### src/sv/l4hx_pkg.sv
// Shared types and constants for the Ethernet/IPv4 transport header extractor.
package l4hx_pkg;

  localparam logic [15:0] TYPE_IPV4 = 16'h0800;
  localparam logic [15:0] TYPE_VLAN = 16'h8100;
  localparam logic [7:0]  PROTO_TCP = 8'h06;
  localparam logic [7:0]  PROTO_UDP = 8'h11;
  localparam logic [7:0]  ETH_HDR_LEN = 8'd14;
  localparam logic [7:0]  VLAN_HDR_LEN = 8'd18;
  localparam logic [3:0]  IP_MIN_WORDS = 4'd5;
  localparam logic [8:0]  IP_MIN_LEN = 9'd20;
  localparam logic [8:0]  UDP_PORT_BYTES = 9'd4;
  localparam logic [8:0]  TCP_OFFSET_BYTES = 9'd13;
  localparam logic [17:0] UDP_HDR_LEN = 18'd8;

  localparam logic [2:0] ST_OK        = 3'd0;
  localparam logic [2:0] ST_NOT_IPV4  = 3'd1;
  localparam logic [2:0] ST_SHORT_IP  = 3'd2;
  localparam logic [2:0] ST_NOT_L4    = 3'd3;
  localparam logic [2:0] ST_TRUNC     = 3'd4;
  localparam logic [2:0] ST_UNDERFLOW = 3'd5;

  typedef struct packed {
    logic [7:0]  byte_offset;
    logic [15:0] outer_type;
    logic [15:0] inner_type;
    logic [3:0]  ip_header_words;
    logic [15:0] ip_total_length;
    logic [7:0]  ip_protocol;
    logic [31:0] source_address;
    logic [31:0] dest_address;
    logic [15:0] source_port_reg;
    logic [15:0] dest_port_reg;
    logic [3:0]  tcp_offset_words;
  } frame_state_t;

endpackage

### src/sv/l4hx_in_if.sv
// Byte stream channel carrying frame bytes with an end-of-frame mark.
interface l4hx_in_if;
  logic       valid;
  logic       ready;
  logic [7:0] data_byte;
  logic       last_byte;

  modport source (output valid, output data_byte, output last_byte, input ready);
  modport sink (input valid, input data_byte, input last_byte, output ready);
endinterface

### src/sv/l4hx_out_if.sv
// Summary channel carrying one header summary per frame.
interface l4hx_out_if;
  logic        valid;
  logic        ready;
  logic [2:0]  status;
  logic        is_udp;
  logic        vlan_tagged;
  logic [31:0] src_addr;
  logic [31:0] dst_addr;
  logic [15:0] src_port;
  logic [15:0] dst_port;
  logic [15:0] payload_len;

  modport source (output valid, output status, output is_udp, output vlan_tagged,
                  output src_addr, output dst_addr, output src_port, output dst_port,
                  output payload_len, input ready);
  modport sink (input valid, input status, input is_udp, input vlan_tagged,
                input src_addr, input dst_addr, input src_port, input dst_port,
                input payload_len, output ready);
endinterface

### src/sv/l4hx_capture.sv
// Per-byte field capture with a snapshot register for the finished frame.
module l4hx_capture (
  input  logic                   clk,
  input  logic                   rst,
  l4hx_in_if.sink                frame,
  output logic                   snap_valid,
  input  logic                   snap_ready,
  output l4hx_pkg::frame_state_t snap
);
  import l4hx_pkg::*;

  frame_state_t st;
  frame_state_t st_next;
  frame_state_t snap_next;
  logic         accept;

  assign frame.ready = !snap_valid || snap_ready;
  assign accept = frame.valid && frame.ready;

  always_comb begin
    logic [7:0] o;
    logic [7:0] b;
    logic [7:0] s;
    logic [7:0] r;
    logic [7:0] l4;
    logic [7:0] q;
    o = st.byte_offset;
    b = frame.data_byte;
    s = ETH_HDR_LEN;
    r = '0;
    l4 = '0;
    q = '0;
    st_next = st;
    if (o != 8'hFF) begin
      st_next.byte_offset = o + 8'd1;
    end
    if (o == 8'd12) st_next.outer_type[15:8] = b;
    if (o == 8'd13) st_next.outer_type[7:0] = b;
    if (o >= ETH_HDR_LEN) begin
      if (st.outer_type == TYPE_VLAN) begin
        s = VLAN_HDR_LEN;
        if (o == 8'd16) st_next.inner_type[15:8] = b;
        if (o == 8'd17) st_next.inner_type[7:0] = b;
      end
      if (o >= s) begin
        r = o - s;
        if (r == 8'd0) st_next.ip_header_words = b[3:0];
        if (r == 8'd2) st_next.ip_total_length[15:8] = b;
        if (r == 8'd3) st_next.ip_total_length[7:0] = b;
        if (r == 8'd9) st_next.ip_protocol = b;
        if (r >= 8'd12 && r <= 8'd15) begin
          st_next.source_address = {st.source_address[23:0], b};
        end
        if (r >= 8'd16 && r <= 8'd19) begin
          st_next.dest_address = {st.dest_address[23:0], b};
        end
        if (r != 8'd0 && st.ip_header_words >= IP_MIN_WORDS) begin
          l4 = s + {2'b00, st.ip_header_words, 2'b00};
          if (o >= l4) begin
            q = o - l4;
            if (q == 8'd0) st_next.source_port_reg[15:8] = b;
            if (q == 8'd1) st_next.source_port_reg[7:0] = b;
            if (q == 8'd2) st_next.dest_port_reg[15:8] = b;
            if (q == 8'd3) st_next.dest_port_reg[7:0] = b;
            if (q == 8'd12) st_next.tcp_offset_words = b[7:4];
          end
        end
      end
    end
    snap_next = st_next;
    snap_next.byte_offset = st.byte_offset;
  end

  // The snapshot keeps the offset of the final byte, so the frame length is one more.
  always_ff @(posedge clk) begin
    if (rst) begin
      st <= '0;
      snap_valid <= 1'b0;
    end else begin
      if (accept) begin
        if (frame.last_byte) begin
          st <= '0;
          snap <= snap_next;
          snap_valid <= 1'b1;
        end else begin
          st <= st_next;
          if (snap_ready) snap_valid <= 1'b0;
        end
      end else if (snap_ready) begin
        snap_valid <= 1'b0;
      end
    end
  end
endmodule

### src/sv/l4hx_summary.sv
// Frame summary decision and the registered result stage.
module l4hx_summary (
  input  logic                   clk,
  input  logic                   rst,
  input  logic                   snap_valid,
  output logic                   snap_ready,
  input  l4hx_pkg::frame_state_t snap,
  l4hx_out_if.source             summary
);
  import l4hx_pkg::*;

  logic        out_valid;
  logic [2:0]  status;
  logic        is_udp;
  logic        vlan_tagged;
  logic [31:0] src_addr;
  logic [31:0] dst_addr;
  logic [15:0] src_port;
  logic [15:0] dst_port;
  logic [15:0] payload_len;

  logic [2:0]  status_next;
  logic        is_udp_next;
  logic        vlan_next;
  logic [31:0] src_addr_next;
  logic [31:0] dst_addr_next;
  logic [15:0] src_port_next;
  logic [15:0] dst_port_next;
  logic [15:0] payload_len_next;

  assign snap_ready = !out_valid || summary.ready;

  always_comb begin
    logic [8:0]  len;
    logic [8:0]  s;
    logic [8:0]  ip_hdr;
    logic [8:0]  need;
    logic        vlan;
    logic        udp;
    logic [17:0] pay;
    len = {1'b0, snap.byte_offset} + 9'd1;
    vlan = (snap.outer_type == TYPE_VLAN);
    udp = (snap.ip_protocol == PROTO_UDP);
    s = vlan ? {1'b0, VLAN_HDR_LEN} : {1'b0, ETH_HDR_LEN};
    ip_hdr = {3'b000, snap.ip_header_words, 2'b00};
    need = s + ip_hdr + (udp ? UDP_PORT_BYTES : TCP_OFFSET_BYTES);
    pay = {2'b00, snap.ip_total_length} - {9'd0, ip_hdr}
          - (udp ? UDP_HDR_LEN : {12'd0, snap.tcp_offset_words, 2'b00});
    status_next = ST_OK;
    is_udp_next = 1'b0;
    vlan_next = 1'b0;
    src_addr_next = '0;
    dst_addr_next = '0;
    src_port_next = '0;
    dst_port_next = '0;
    payload_len_next = '0;
    if (len < {1'b0, ETH_HDR_LEN}) begin
      status_next = ST_TRUNC;
    end else begin
      vlan_next = vlan;
      if (vlan && len < {1'b0, VLAN_HDR_LEN}) begin
        status_next = ST_TRUNC;
      end else if (!(snap.outer_type == TYPE_IPV4 ||
                     (vlan && snap.inner_type == TYPE_IPV4))) begin
        status_next = ST_NOT_IPV4;
      end else if (len < s + 9'd1) begin
        status_next = ST_TRUNC;
      end else if (snap.ip_header_words < IP_MIN_WORDS) begin
        status_next = ST_SHORT_IP;
      end else if (len < s + IP_MIN_LEN) begin
        status_next = ST_TRUNC;
      end else if (snap.ip_protocol != PROTO_TCP && !udp) begin
        status_next = ST_NOT_L4;
        src_addr_next = snap.source_address;
        dst_addr_next = snap.dest_address;
      end else if (len < need) begin
        status_next = ST_TRUNC;
      end else begin
        src_addr_next = snap.source_address;
        dst_addr_next = snap.dest_address;
        is_udp_next = udp;
        src_port_next = snap.source_port_reg;
        dst_port_next = snap.dest_port_reg;
        if (pay[17]) begin
          status_next = ST_UNDERFLOW;
        end else begin
          payload_len_next = pay[15:0];
        end
      end
    end
  end

  always_ff @(posedge clk) begin
    if (rst) begin
      out_valid <= 1'b0;
    end else if (snap_valid && snap_ready) begin
      out_valid <= 1'b1;
    end else if (summary.ready) begin
      out_valid <= 1'b0;
    end
  end

  always_ff @(posedge clk) begin
    if (snap_valid && snap_ready) begin
      status <= status_next;
      is_udp <= is_udp_next;
      vlan_tagged <= vlan_next;
      src_addr <= src_addr_next;
      dst_addr <= dst_addr_next;
      src_port <= src_port_next;
      dst_port <= dst_port_next;
      payload_len <= payload_len_next;
    end
  end

  assign summary.valid = out_valid;
  assign summary.status = status;
  assign summary.is_udp = is_udp;
  assign summary.vlan_tagged = vlan_tagged;
  assign summary.src_addr = src_addr;
  assign summary.dst_addr = dst_addr;
  assign summary.src_port = src_port;
  assign summary.dst_port = dst_port;
  assign summary.payload_len = payload_len;
endmodule

### src/sv/ipv4_l4_header_extractor_unit.sv
// Top level of the Ethernet/VLAN/IPv4 transport header extractor.
// Throughput: one frame byte per cycle; a byte is taken in every cycle unless a summary stalls.
// After the final byte transfers, its summary passes the snapshot register and then the result register.
// The snapshot register and the result register each hold one finished frame.
// Reset clears the captured header fields, the byte offset and both valid flags.
module ipv4_l4_header_extractor_unit (
  input logic        clk,
  input logic        rst,
  l4hx_in_if.sink    frame,
  l4hx_out_if.source summary
);
  import l4hx_pkg::*;

  logic         snap_valid;
  logic         snap_ready;
  frame_state_t snap;

  l4hx_capture u_capture (
    .clk        (clk),
    .rst        (rst),
    .frame      (frame),
    .snap_valid (snap_valid),
    .snap_ready (snap_ready),
    .snap       (snap)
  );

  l4hx_summary u_summary (
    .clk        (clk),
    .rst        (rst),
    .snap_valid (snap_valid),
    .snap_ready (snap_ready),
    .snap       (snap),
    .summary    (summary)
  );

`ifndef ASSERT_OFF
  a_last_makes_snapshot: assert property (@(posedge clk) disable iff (rst)
    (frame.valid && frame.ready && frame.last_byte) |=> snap_valid)
    else $error("Final byte transfer did not produce a snapshot.");

  a_status_range: assert property (@(posedge clk) disable iff (rst)
    summary.valid |-> (summary.status <= ST_UNDERFLOW))
    else $error("Summary status code out of range.");

  a_ports_only_when_l4: assert property (@(posedge clk) disable iff (rst)
    (summary.valid && summary.status != ST_OK && summary.status != ST_UNDERFLOW) |->
    (!summary.is_udp && summary.src_port == 16'd0 && summary.dst_port == 16'd0))
    else $error("Transport fields set on a frame without a transport header.");

  a_underflow_zero_len: assert property (@(posedge clk) disable iff (rst)
    (summary.valid && summary.status == ST_UNDERFLOW) |-> (summary.payload_len == 16'd0))
    else $error("Underflow summary carries a non-zero payload length.");
`endif
endmodule

### src/flat_wrapper.sv
// flat-port wrapper written by rule: the top's interface ports become plain ports
module ipv4_l4_header_extractor_unit_flat import l4hx_pkg::*;
  (clk, rst, frame_valid, frame_data_byte, frame_last_byte, frame_ready, summary_valid, summary_status, summary_is_udp, summary_vlan_tagged, summary_src_addr, summary_dst_addr, summary_src_port, summary_dst_port, summary_payload_len, summary_ready);
  l4hx_in_if frame_i ();
  l4hx_out_if summary_i ();
  input logic clk;
  input logic rst;
  input wire logic [$bits(frame_i.valid)-1:0] frame_valid;
  input wire logic [$bits(frame_i.data_byte)-1:0] frame_data_byte;
  input wire logic [$bits(frame_i.last_byte)-1:0] frame_last_byte;
  output wire logic [$bits(frame_i.ready)-1:0] frame_ready;
  output wire logic [$bits(summary_i.valid)-1:0] summary_valid;
  output wire logic [$bits(summary_i.status)-1:0] summary_status;
  output wire logic [$bits(summary_i.is_udp)-1:0] summary_is_udp;
  output wire logic [$bits(summary_i.vlan_tagged)-1:0] summary_vlan_tagged;
  output wire logic [$bits(summary_i.src_addr)-1:0] summary_src_addr;
  output wire logic [$bits(summary_i.dst_addr)-1:0] summary_dst_addr;
  output wire logic [$bits(summary_i.src_port)-1:0] summary_src_port;
  output wire logic [$bits(summary_i.dst_port)-1:0] summary_dst_port;
  output wire logic [$bits(summary_i.payload_len)-1:0] summary_payload_len;
  input wire logic [$bits(summary_i.ready)-1:0] summary_ready;
  assign frame_i.valid = frame_valid;
  assign frame_i.data_byte = frame_data_byte;
  assign frame_i.last_byte = frame_last_byte;
  assign frame_ready = frame_i.ready;
  assign summary_valid = summary_i.valid;
  assign summary_status = summary_i.status;
  assign summary_is_udp = summary_i.is_udp;
  assign summary_vlan_tagged = summary_i.vlan_tagged;
  assign summary_src_addr = summary_i.src_addr;
  assign summary_dst_addr = summary_i.dst_addr;
  assign summary_src_port = summary_i.src_port;
  assign summary_dst_port = summary_i.dst_port;
  assign summary_payload_len = summary_i.payload_len;
  assign summary_i.ready = summary_ready;
  ipv4_l4_header_extractor_unit u_core (.clk(clk), .rst(rst), .frame(frame_i), .summary(summary_i));
endmodule
### config.mk
export PLATFORM = sky130hd
export DESIGN_NAME = ipv4_l4_header_extractor_unit_flat
export DESIGN_NICKNAME = d
export VERILOG_FILES = /design/src/sv/l4hx_pkg.sv /design/src/sv/l4hx_in_if.sv /design/src/sv/l4hx_out_if.sv /design/src/sv/l4hx_capture.sv /design/src/sv/l4hx_summary.sv /design/src/sv/ipv4_l4_header_extractor_unit.sv /design/src/flat_wrapper.sv
export SDC_FILE = /design/constraint.sdc
export NUM_CORES = 1
export LEC_CHECK = 0
export BUFFER_PORTS_ARGS = -buffer_cell sky130_fd_sc_hd__buf_4
export CORE_AREA = 10 10 352 252
export CTS_CLUSTER_SIZE = 40
export DETAILED_ROUTE_END_ITERATION = 7
export DIE_AREA = 0 0 362 262
export SLEW_MARGIN = 5
export SYNTH_ARGS = -nofsm -noshare
export SYNTH_HDL_FRONTEND = slang
export SYNTH_SLANG_ARGS = --single-unit
### constraint.sdc
create_clock -name clk -period 18.95 [get_ports clk]
set_clock_uncertainty 0.15 [all_clocks]
set_input_delay 2.8425 -clock clk [delete_from_list [all_inputs] [get_ports clk]]
set_output_delay 2.8425 -clock clk [all_outputs]
set_load 0.02 [all_outputs]
==> results.cfg, run 1 <==
[floorplan]
num_rows = 88
die_w_um = 362
start_util = 0.248
die_y_um = 262
ios = 132
dieArea_sq_um = 94800
core_area_sq_um = 81800

[global_route]
antenna_found_initial = 2
overflow = 0
first_global_vias = 13223
track_usage = 0.103
grt_max_degree = 133
grt_pass1_wl_um = 78100

[worst_setup_path]
timing.rr.end = u_core.u_capture.snap[11]$_DFFE_PP_
cp-start-kind = primary input
endpoint_kind = output port
rr_worst_depth = 13
required_ns = 15.96
cp_max_fo = 4
r2r_start = u_core.u_capture.st[155]$_SDFFE_PP0P_
arrival_ns = 3.41
rrSetupSlack_ns = 13.23
worstSetupPathType = primary input to output port

[synth]
yosys_warnings = 0
synthesis.area_sq_um = 20300
netlist_top_cells_area = edfxtp_1 42%, dfxtp_1 17%, mux2_2 8.5%, and2_1 3.3%, ha_1 2.5%
synth_ff_type = edfxtp_1
synthArstFlopShare = 0
ys_types = 79
synth-edff-count = 285
synth_fp_nets = 1682
syn_avg_cell_area_sq_um = 12.5
yosys_register_bits = 455
yosysTopAreaCell = edfxtp_1
syn_inst = 1621
yosysTopAreaCellShare = 0.422
seq_area_frac_synth = 0.589

[pwr]
p_leak_nw = 8.52
ir_worst_vdd_v = 0.0000604
powerDensity_nw_per_um2 = 86.9
power_mw = 2.08

[sta]
worstMarginPinSlew_ns = 1.19
worst_slack_ns = 12.55
fmax_mhz = 156
setup_viol = 0
slew_viol_final = 0
finalCritPeriodShare = 0.338
finalCriticalPeriod_ns = 6.40
finalSetupTns_ns = 0
relSlewSlack = 0.198
rsz0062_at_grt = no
finalHoldViolCount = 0

[place]
hpwl_um = 34900
placed_cells = 2746
place_ws_ns = 12.55
gp_congestion = 0.786
portBuffers = 131

[cts]
cts_buffers = 46
ctsHoldBuffers = 0
clock_path_buffers = 3
htreeDepth = 2
cts_resized = 0
cts_tree = built
path_clk_slew_ns = 0.06
cts_setup_buffers = 0
numClockSinks = 455
cts-root-buf = clkbuf_16
insertion_delay_ns = 0.56

[finish]
final_cell_mix = 285 x edfxtp_1, 170 x dfxtp_1, 153 x mux2_2
nFillCells = 8256
layout-drive-gt1-share = 0.237
mostFrequentLayoutCell = edfxtp_1
area_growth_syn_to_layout_pct = 17.7
fin_nets = 1775
finalNonFillerCells = 2832

[hold_path]
min-delay-start = u_core.u_capture.st[94]$_SDFFE_PP0P_
hold_end = u_core.u_capture.st[94]$_SDFFE_PP0P_
whs_path_depth = 1
hold_class = flip-flop to flip-flop

[detailed_routing]
avgViaCountPerCell = 4.74
drc = 0
wl_per_cell_um = 18.0
vias = 13416
firstDrtPassIters = 5
first_iter_violations = 1252
routed_wl_um = 51000
ant_nets = 0

[run]
max_cap_violations = 0

[run_status]
status = complete, no violations
[routing by layer]
metal  track usage  share of wire  vias up
met5             0        0.00022        -
met3        0.0240          0.069       86
met1         0.143           0.47     6638
li1              -              -     6266
met4        0.0256          0.019        2
met2         0.159           0.45      424
[state kept, by name (all words and copies together), names as in the netlist, 8 cells and up]
signal                                cells
u_core.u_capture.snap                   168
u_core.u_capture.st                     160
u_core.u_summary.summary.dst_addr        32
u_core.u_summary.summary.src_addr        32
u_core.u_summary.summary.dst_port        16
u_core.u_summary.summary.payload_len     16
u_core.u_summary.summary.src_port        16
u_core.u_capture.snap_next                8
[power breakdown]
| group | total [mW] | internal (mW) | switching (mW) |
|---|---|---|---|
| Sequential | 1.07 | 1.06 | 0.00580 |
| Combinational | 0.0799 | 0.0216 | 0.0583 |
| Clock | 0.930 | 0.537 | 0.393 |
| Total | 2.08 | 1.62 | 0.457 |
[how the worst max path moves through the flow]
stage | start | endpoint | depth (start not counted) | slack, ns
6_report | summary_ready | frame_ready | 3 | 12.55
5_1_grt | summary_ready | frame_ready | 3 | 12.52
4_1_cts | summary_ready | frame_ready | 3 | 12.54
3_5_place_dp | summary_ready | frame_ready | 3 | 12.55
3_3_place_gp | summary_ready | frame_ready | 3 | 12.55
2_1_floorplan | summary_ready | u_core.u_summary.summary.dst_addr[0]$_SDFFCE_PP0P_ | 2 | 6.70
[cell usage after synthesis (all sizes together) (5+ instances only)]
cell type  number
a22o           48
fa              7
o32ai          24
ha             41
and3            6
and2          108
o21ai          34
edfxtp        285
dfxtp         170
o21a            8
nand2          85
nand2b         16
xor2           10
a22oi          32
nand4           8
or2             7
buf            26
clkbuf         78
nor3           25
xnor2          19
nor2b          17
a2bb2oi         8
a21o            9
nor4           17
a21oi          31
o311ai         39
nor2           79
mux2          161
a211oi          5
or3            16
inv            46
nand3b         48
nand3          47
or4             5
[final cells by class]
cell class              instances  area, sq um  share of cell area
flip-flops and latches        455        12000               0.501
multi-input cells            1016         7740               0.324
well taps                    1080         1350              0.0565
clock buffers                  55         1230              0.0517
repair buffers                149         1120              0.0468
clock inverters                29          309              0.0129
inverters                      46          173             0.00723
diodes                          2         5.00            0.000209
[per-stage QoR]
step | util | area [sq um] | hold WS, ns
after detailed placement | 0.273 | 22300 | 0.312
final | 0.292 | 23900 | 0.325
after global placement | 0.273 | 22300 | 0.305
after CTS | 0.292 | 23900 | 0.327
after global routing | 0.292 | 23900 | 0.340
after floorplan | - | 20300 | 0.256
[kinds of logic after synthesis]
kind of cell,after synthesis,synth area share
AO/OA/AOI/OAI,272,0.104
XOR/XNOR,29,0.0125
adder cells (fa/ha/maj),48,0.0322
buffers and inverters,150,0.0316
flip-flops,455,0.589
multiplexers,162,0.0898
AND/OR/NAND/NOR,505,0.141
[critical path: stages]
cell and delay (ns):
buf_4 0.11, nand3b_1 0.24, buf_4 0.22
No activity file was read; power rests on OpenSTA's default activity.
==> run 2, diff against run 1 <==
ABC_AREA = 1   (was not set)
CORE_AREA = 10 10 361 258   (was 10 10 352 252)
DIE_AREA = 0 0 371 268   (was 0 0 362 262)
clock period = 5.3 ns   (was 18.95 ns; I/O delays follow)
==> results.cfg, run 2 <==
[sta]
fmax_mhz = 218
worstMarginPinSlew_ns = 0.960
holdWs_ns = 0.314
finalHoldViolCount = 0
finalCritPeriodShare = 0.867
slew_viol_final = 0
setup_viol = 0
finalSetupTns_ns = 0
relSlewSlack = 0.360
rsz0062_at_grt = no
finalCriticalPeriod_ns = 4.60

[finish]
reg_top3 = u_core.u_capture.snap (168), u_core.u_capture.st (160)
mostFrequentLayoutCell = nand2_1
final_cell_mix = 648 x nand2_1, 285 x edfxtp_1, 278 x inv_1
fin_nets = 2554
area_growth_syn_to_layout_pct = 18.0
layout-drive-gt1-share = 0.126
max_flop_register = u_core.u_capture.snap
largest_reg_flops = 168
antenna_cells = 0

[pwr]
p_clk_frac = 0.460
seqPwrFrac = 0.500
powerDensity_nw_per_um2 = 303
power.internal_mw = 5.88
sw_frac_of_total = 0.230
p_sw_mw = 1.76
combPwrFrac = 0.040
p_leak_nw = 9.95
ir_worst_vdd_v = 0.000210

[synth]
yosys_warnings = 0
yosys.area_share.simple = 0.239
synth-edff-count = 285
synth_fp_nets = 2452
ys_types = 52
yosysTopAreaCellShare = 0.401
netlist_top_cells_count = 649 x nand2_1, 285 x edfxtp_1, 278 x inv_1
synthArstFlopShare = 0
synthAdderAreaFrac = 0.0312
synth_ff_type = edfxtp_1
synthMuxAreaShare = 0.00750
netlist_top_cells_area = edfxtp_1 40%, dfxtp_1 16%, nand2_1 11%, inv_1 4.9%, a21oi_1 4.3%
yosys_register_bits = 455
synth-xor-area-share = 0.00779
synth_most_common_cell = nand2_1
syn_avg_cell_area_sq_um = 8.94
synth_top_family_by_area = simple AND/OR/NAND/NOR gates
yosysTopAreaCell = edfxtp_1
synth_compound_area_frac = 0.0801
syn_inst = 2390
seq_area_frac_synth = 0.560
synthesis.area_sq_um = 21400

[place]
gp_congestion = 0.854
portBuffers = 131
hpwl_um = 36800

[run_status]
status = complete, no violations

[floorplan]
core_area_sq_um = 85800
num_rows = 90
dieArea_sq_um = 99400
start_util = 0.249
die_y_um = 268
die_w_um = 371
ios = 132

[cts]
cts_setup_buffers = 0
clock_path_buffers = 3
cts_tree = built
numClockSinks = 455
cts_buffers = 47
path_clk_slew_ns = 0.07
cts_resized = 0
cts-root-buf = clkbuf_16
ctsHoldBuffers = 0
insertion_delay_ns = 0.62
htreeDepth = 2

[detailed_routing]
drc = 0
avgViaCountPerCell = 4.28
routed_wl_um = 55500
first_iter_violations = 1350
wl_per_cell_um = 15.1
ant_nets = 0
vias = 15759
firstDrtPassIters = 5

[hold_path]
min-delay-start = u_core.u_capture.st[81]$_SDFFE_PP0P_
hold_class = flip-flop to flip-flop

[global_route]
grt_max_degree = 118
grt_pass1_wl_um = 85700
track_usage = 0.108
overflow = 0
first_global_vias = 14581
antenna_found_initial = 1

[worst_setup_path]
arrival_ns = 4.88
cp_max_fo = 16
required_ns = 5.58
cp-start-kind = flip-flop
r2r_start = u_core.u_capture.snap[149]$_DFFE_PP_
endpoint_kind = flip-flop
worstSetupPathType = flip-flop to flip-flop
startpoint = u_core.u_capture.snap[149]$_DFFE_PP_

[run]
max_cap_violations = 0
-- run 2: changes by cell type in the layout (fill, tap and decap cells not counted), moves of 37 or more --
cell and change:
a22o_1 -48, nand2_1 +564, o311ai_0 -38, inv_1 +232, nor2_1 +105, nand3_1 +119
and2_1 -43, a21oi_1 +152, o21ai_2 +37, nand3b_1 -46, mux2_2 -153
-- run 2: power groups by stage --
stage               Combinational, mW  Clock [mW]  Sequential [mW]
global placement                0.308           0             3.90
detailed placement              0.309           0             3.89
finish                          0.305        3.51             3.82
CTS                             0.310        3.62             3.82
global route                    0.332        3.75             3.82
floorplan                       0.150           0             3.92
-- run 2: through the flow --
stage | cells | utilization | setup WS [ns] | power, mW | area, sq um
after global placement | 3593 | 0.274 | 0.823 | 4.20 | 23500
after floorplan | 2390 | - | 0.450 | 4.07 | 21400
after detailed placement | 3593 | 0.274 | 0.723 | 4.20 | 23500
after global routing | 3681 | 0.294 | 0.329 | 7.91 | 25200
after CTS | 3681 | 0.294 | 0.732 | 7.74 | 25200
final | 3681 | 0.294 | 0.703 | 7.64 | 25200
-- run 2: final cells by class --
| class | instances | area (sq um) |
|---|---|---|
| inverters | 295 | 1110 |
| flip-flops and latches | 455 | 12000 |
| clock inverters | 36 | 403 |
| repair buffers | 149 | 1160 |
| fillers | 8952 | 60600 |
| multi-input cells | 1544 | 7880 |
| well taps | 1150 | 1440 |
| clock buffers | 52 | 1250 |
-- run 2: worst paths after layout --
check | to | slack (ns) | cells after the start
hold / removal | u_core.u_capture.st[81]$_SDFFE_PP0P_ | 0.31 | 2
setup reg to reg | u_core.u_summary.summary.payload_len[1]$_SDFFCE_PP0P_ | 0.70 | 17
setup / recovery | u_core.u_summary.summary.payload_len[1]$_SDFFCE_PP0P_ | 0.70 | 17
hold reg to reg | u_core.u_capture.st[81]$_SDFFE_PP0P_ | 0.31 | 2
-- run 2: metal layers --
| layer | up-vias | global-route usage | wire length, um |
|---|---|---|---|
| met5 | - | 0 | 13 |
| met4 | 2 | 0.0198 | 649 |
| met3 | 52 | 0.0224 | 3380 |
| met2 | 328 | 0.155 | 22700 |
| met1 | 7359 | 0.163 | 28700 |
| li1 | 8018 | - | - |
-- run 2: kinds of logic (layout without fill, tap and decap cells) --
| logic type | Yosys count | in the layout |
|---|---|---|
| mux | 16 | 16 |
| fa+ha+maj | 49 | 49 |
| compound gates | 301 | 301 |
| flops | 455 | 455 |
| buf+inv | 391 | 532 |
| xor+xnor | 19 | 19 |
| simple gates | 1159 | 1159 |
-- run 2: worst max-delay path, stage by stage (launching register included) --
cell and delay (ns):
edfxtp_1 0.36, nor2_1 0.11, nand2_1 0.06, nor3_1 0.34, nand3b_1 0.31, fa_1 0.55, ha_1 0.21, inv_1 0.08
fa_1 0.43, ha_1 0.33, nand4_1 0.10, o21ai_1 0.15, nand2_1 0.13, nand2_1 0.10, nand2_1 0.05, nor2_1 0.21
nand4_2 0.43, nor2_1 0.33
==> run 3, diff against run 2 <==
CORE_AREA = 10 10 259 186   (was 10 10 361 258)
DIE_AREA = 0 0 269 196   (was 0 0 371 268)
PLACE_DENSITY = 0.7   (was not set)
REMOVE_ABC_BUFFERS = 1   (was not set)
==> results.cfg, run 3 (synthesis results as in run 2) <==
[floorplan]
num_rows = 64
dieArea_sq_um = 52700
start_util = 0.493
die_y_um = 196
die_w_um = 269
ios = 132
core_area_sq_um = 43300

[place]
gp_congestion = 0.946
hpwl_um = 32900
place_ws_ns = 0.793
placed_area_sq_um = 22800
portBuffers = 131

[cts]
clock_path_buffers = 3
cts_tree = built
cts_resized = 0
htreeDepth = 2
numClockSinks = 455
path_clk_slew_ns = 0.06
ctsHoldBuffers = 0
insertion_delay_ns = 0.57
cts_buffers = 44
cts_setup_buffers = 0
cts-root-buf = clkbuf_16

[sta]
finalSetupTns_ns = 0
relSlewSlack = 0.286
rsz0062_at_grt = no
slew_viol_final = 0
fmax_mhz = 222
finalCriticalPeriod_ns = 4.51
worst_slack_ns = 0.795
setup_viol = 0
finalCritPeriodShare = 0.850
finalHoldViolCount = 0
worstMarginPinSlew_ns = 1.07

[worst_setup_path]
critPathMaxStageDelay_ns = 0.59
worst-path-buf-inv = 2
critPathTopFamily = adder cells
endpoint_kind = flip-flop
worstSetupPathType = flip-flop to flip-flop
arrival_ns = 4.73
cp_max_fo = 64
required_ns = 5.53
rrSetupSlack_ns = 0.79
cp-start-kind = flip-flop
cpMaxStageDelayCell = buf_4
crit_top_cell = nand2_1
path_cells = nor2_1 > nand2_1 > nor3_1 > nand3b_1 > fa_1 > ha_1 > inv_1 > fa_1 > ha_1 > nand4_1 > o21ai_1 > nand2_1 > nand3_2 > buf_4 > nand2_1 > nor2_1

[finish]
antenna_cells = 0
area_growth_syn_to_layout_pct = 14.1
fin_nets = 2550
reg_top3 = u_core.u_capture.snap (168), u_core.u_capture.st (160)
final_cell_mix = 648 x nand2_1, 285 x edfxtp_1, 278 x inv_1
layout-drive-gt1-share = 0.121
mostFrequentLayoutCell = nand2_1
design_area_sq_um = 24400
largest_reg_flops = 168
max_flop_register = u_core.u_capture.snap
final_util = 0.562

[global_route]
overflow = 0
grt_max_degree = 150
grt_pass1_wl_um = 80700
first_global_vias = 15847
antenna_found_initial = 0
track_usage = 0.187

[pwr]
combPwrFrac = 0.041
p_sw_mw = 1.59
p_clk_frac = 0.444
seqPwrFrac = 0.515
sw_frac_of_total = 0.215
p_leak_nw = 9.87
powerDensity_nw_per_um2 = 304
power_mw = 7.40
ir_worst_vdd_v = 0.000197
power.internal_mw = 5.81

[detailed_routing]
vias = 16398
wl_per_cell_um = 16.2
avgViaCountPerCell = 5.26
ant_nets = 0
firstDrtPassIters = 6
first_iter_violations = 1427
drc = 0
routed_wl_um = 50500

[hold_path]
hold_class = flip-flop to flip-flop

[run]
max_cap_violations = 0

[run_status]
status = complete, no violations
==> run 3: changes by cell type in the layout (fill, tap and decap cells not counted), moves of 2 or more <==
cell / previous run / this run
clkbuf_1: 1 / 15
clkbuf_8: 3 / 5
clkinv_1: 18 / 11
clkinv_16: 2 / 0
clkinv_2: 10 / 4
inv_6: 2 / 0
==> run 3: worst paths after layout <==
kind | start | endpoint | cells past startpoint
worst max-delay path | u_core.u_capture.snap[147]$_DFFE_PP_ | u_core.u_summary.summary.src_addr[12]$_SDFFCE_PP0P_ | 16
worst min-delay path | u_core.u_capture.st[62]$_SDFFE_PP0P_ | u_core.u_capture.st[62]$_SDFFE_PP0P_ | 2
worst max register to register | u_core.u_capture.snap[147]$_DFFE_PP_ | u_core.u_summary.summary.src_addr[12]$_SDFFCE_PP0P_ | 16
worst min register to register | u_core.u_capture.st[62]$_SDFFE_PP0P_ | u_core.u_capture.st[62]$_SDFFE_PP0P_ | 2
==> run 3: through the flow <==
stage | hold WS [ns] | instances
6_report | 0.315 | 3118
5_1_grt | 0.325 | 3118
4_1_cts | 0.315 | 3118
3_5_place_dp | 0.305 | 3036
3_3_place_gp | 0.301 | 3036
2_1_floorplan | 0.289 | 2294
==> run 3: cell type report <==
| type | instances | area (sq um) |
|---|---|---|
| flip-flops and latches | 455 | 12000 |
| multi-input cells | 1544 | 7870 |
| repair buffers | 148 | 1160 |
| fillers | 3767 | 19000 |
| well taps | 594 | 743 |
| clock buffers | 67 | 1300 |
| inverters | 295 | 1110 |
| clock inverters | 15 | 213 |
==> run 3: worst register-to-register path: stages (launching register included) <==
cell	delay, ns
edfxtp_1	0.36
nor2_1	0.11
nand2_1	0.06
nor3_1	0.32
nand3b_1	0.34
fa_1	0.57
ha_1	0.20
inv_1	0.08
fa_1	0.42
ha_1	0.33
nand4_1	0.10
o21ai_1	0.16
nand2_1	0.11
nand3_2	0.09
buf_4	0.59
nand2_1	0.20
nor2_1	0.15
==> run 3: layer usage <==
| metal | up-vias | wire (um) | global-route usage |
|---|---|---|---|
| met3 | 93 | 3640 | 0.0327 |
| met5 | - | 0 | 0 |
| met2 | 522 | 22900 | 0.302 |
| li1 | 8013 | - | - |
| met1 | 7770 | 22700 | 0.255 |
| met4 | 0 | 1190 | 0.0544 |
==> run 3: power groups by stage <==
| stage | Clock (mW) | Sequential, mW | Combinational [mW] |
|---|---|---|---|
| after floorplan | 0 | 3.93 | 0.125 |
| after global placement | 0 | 3.89 | 0.299 |
| after detailed placement | 0 | 3.89 | 0.304 |
| after CTS | 3.34 | 3.81 | 0.305 |
| after global routing | 3.48 | 3.82 | 0.327 |
| final | 3.29 | 3.81 | 0.302 |
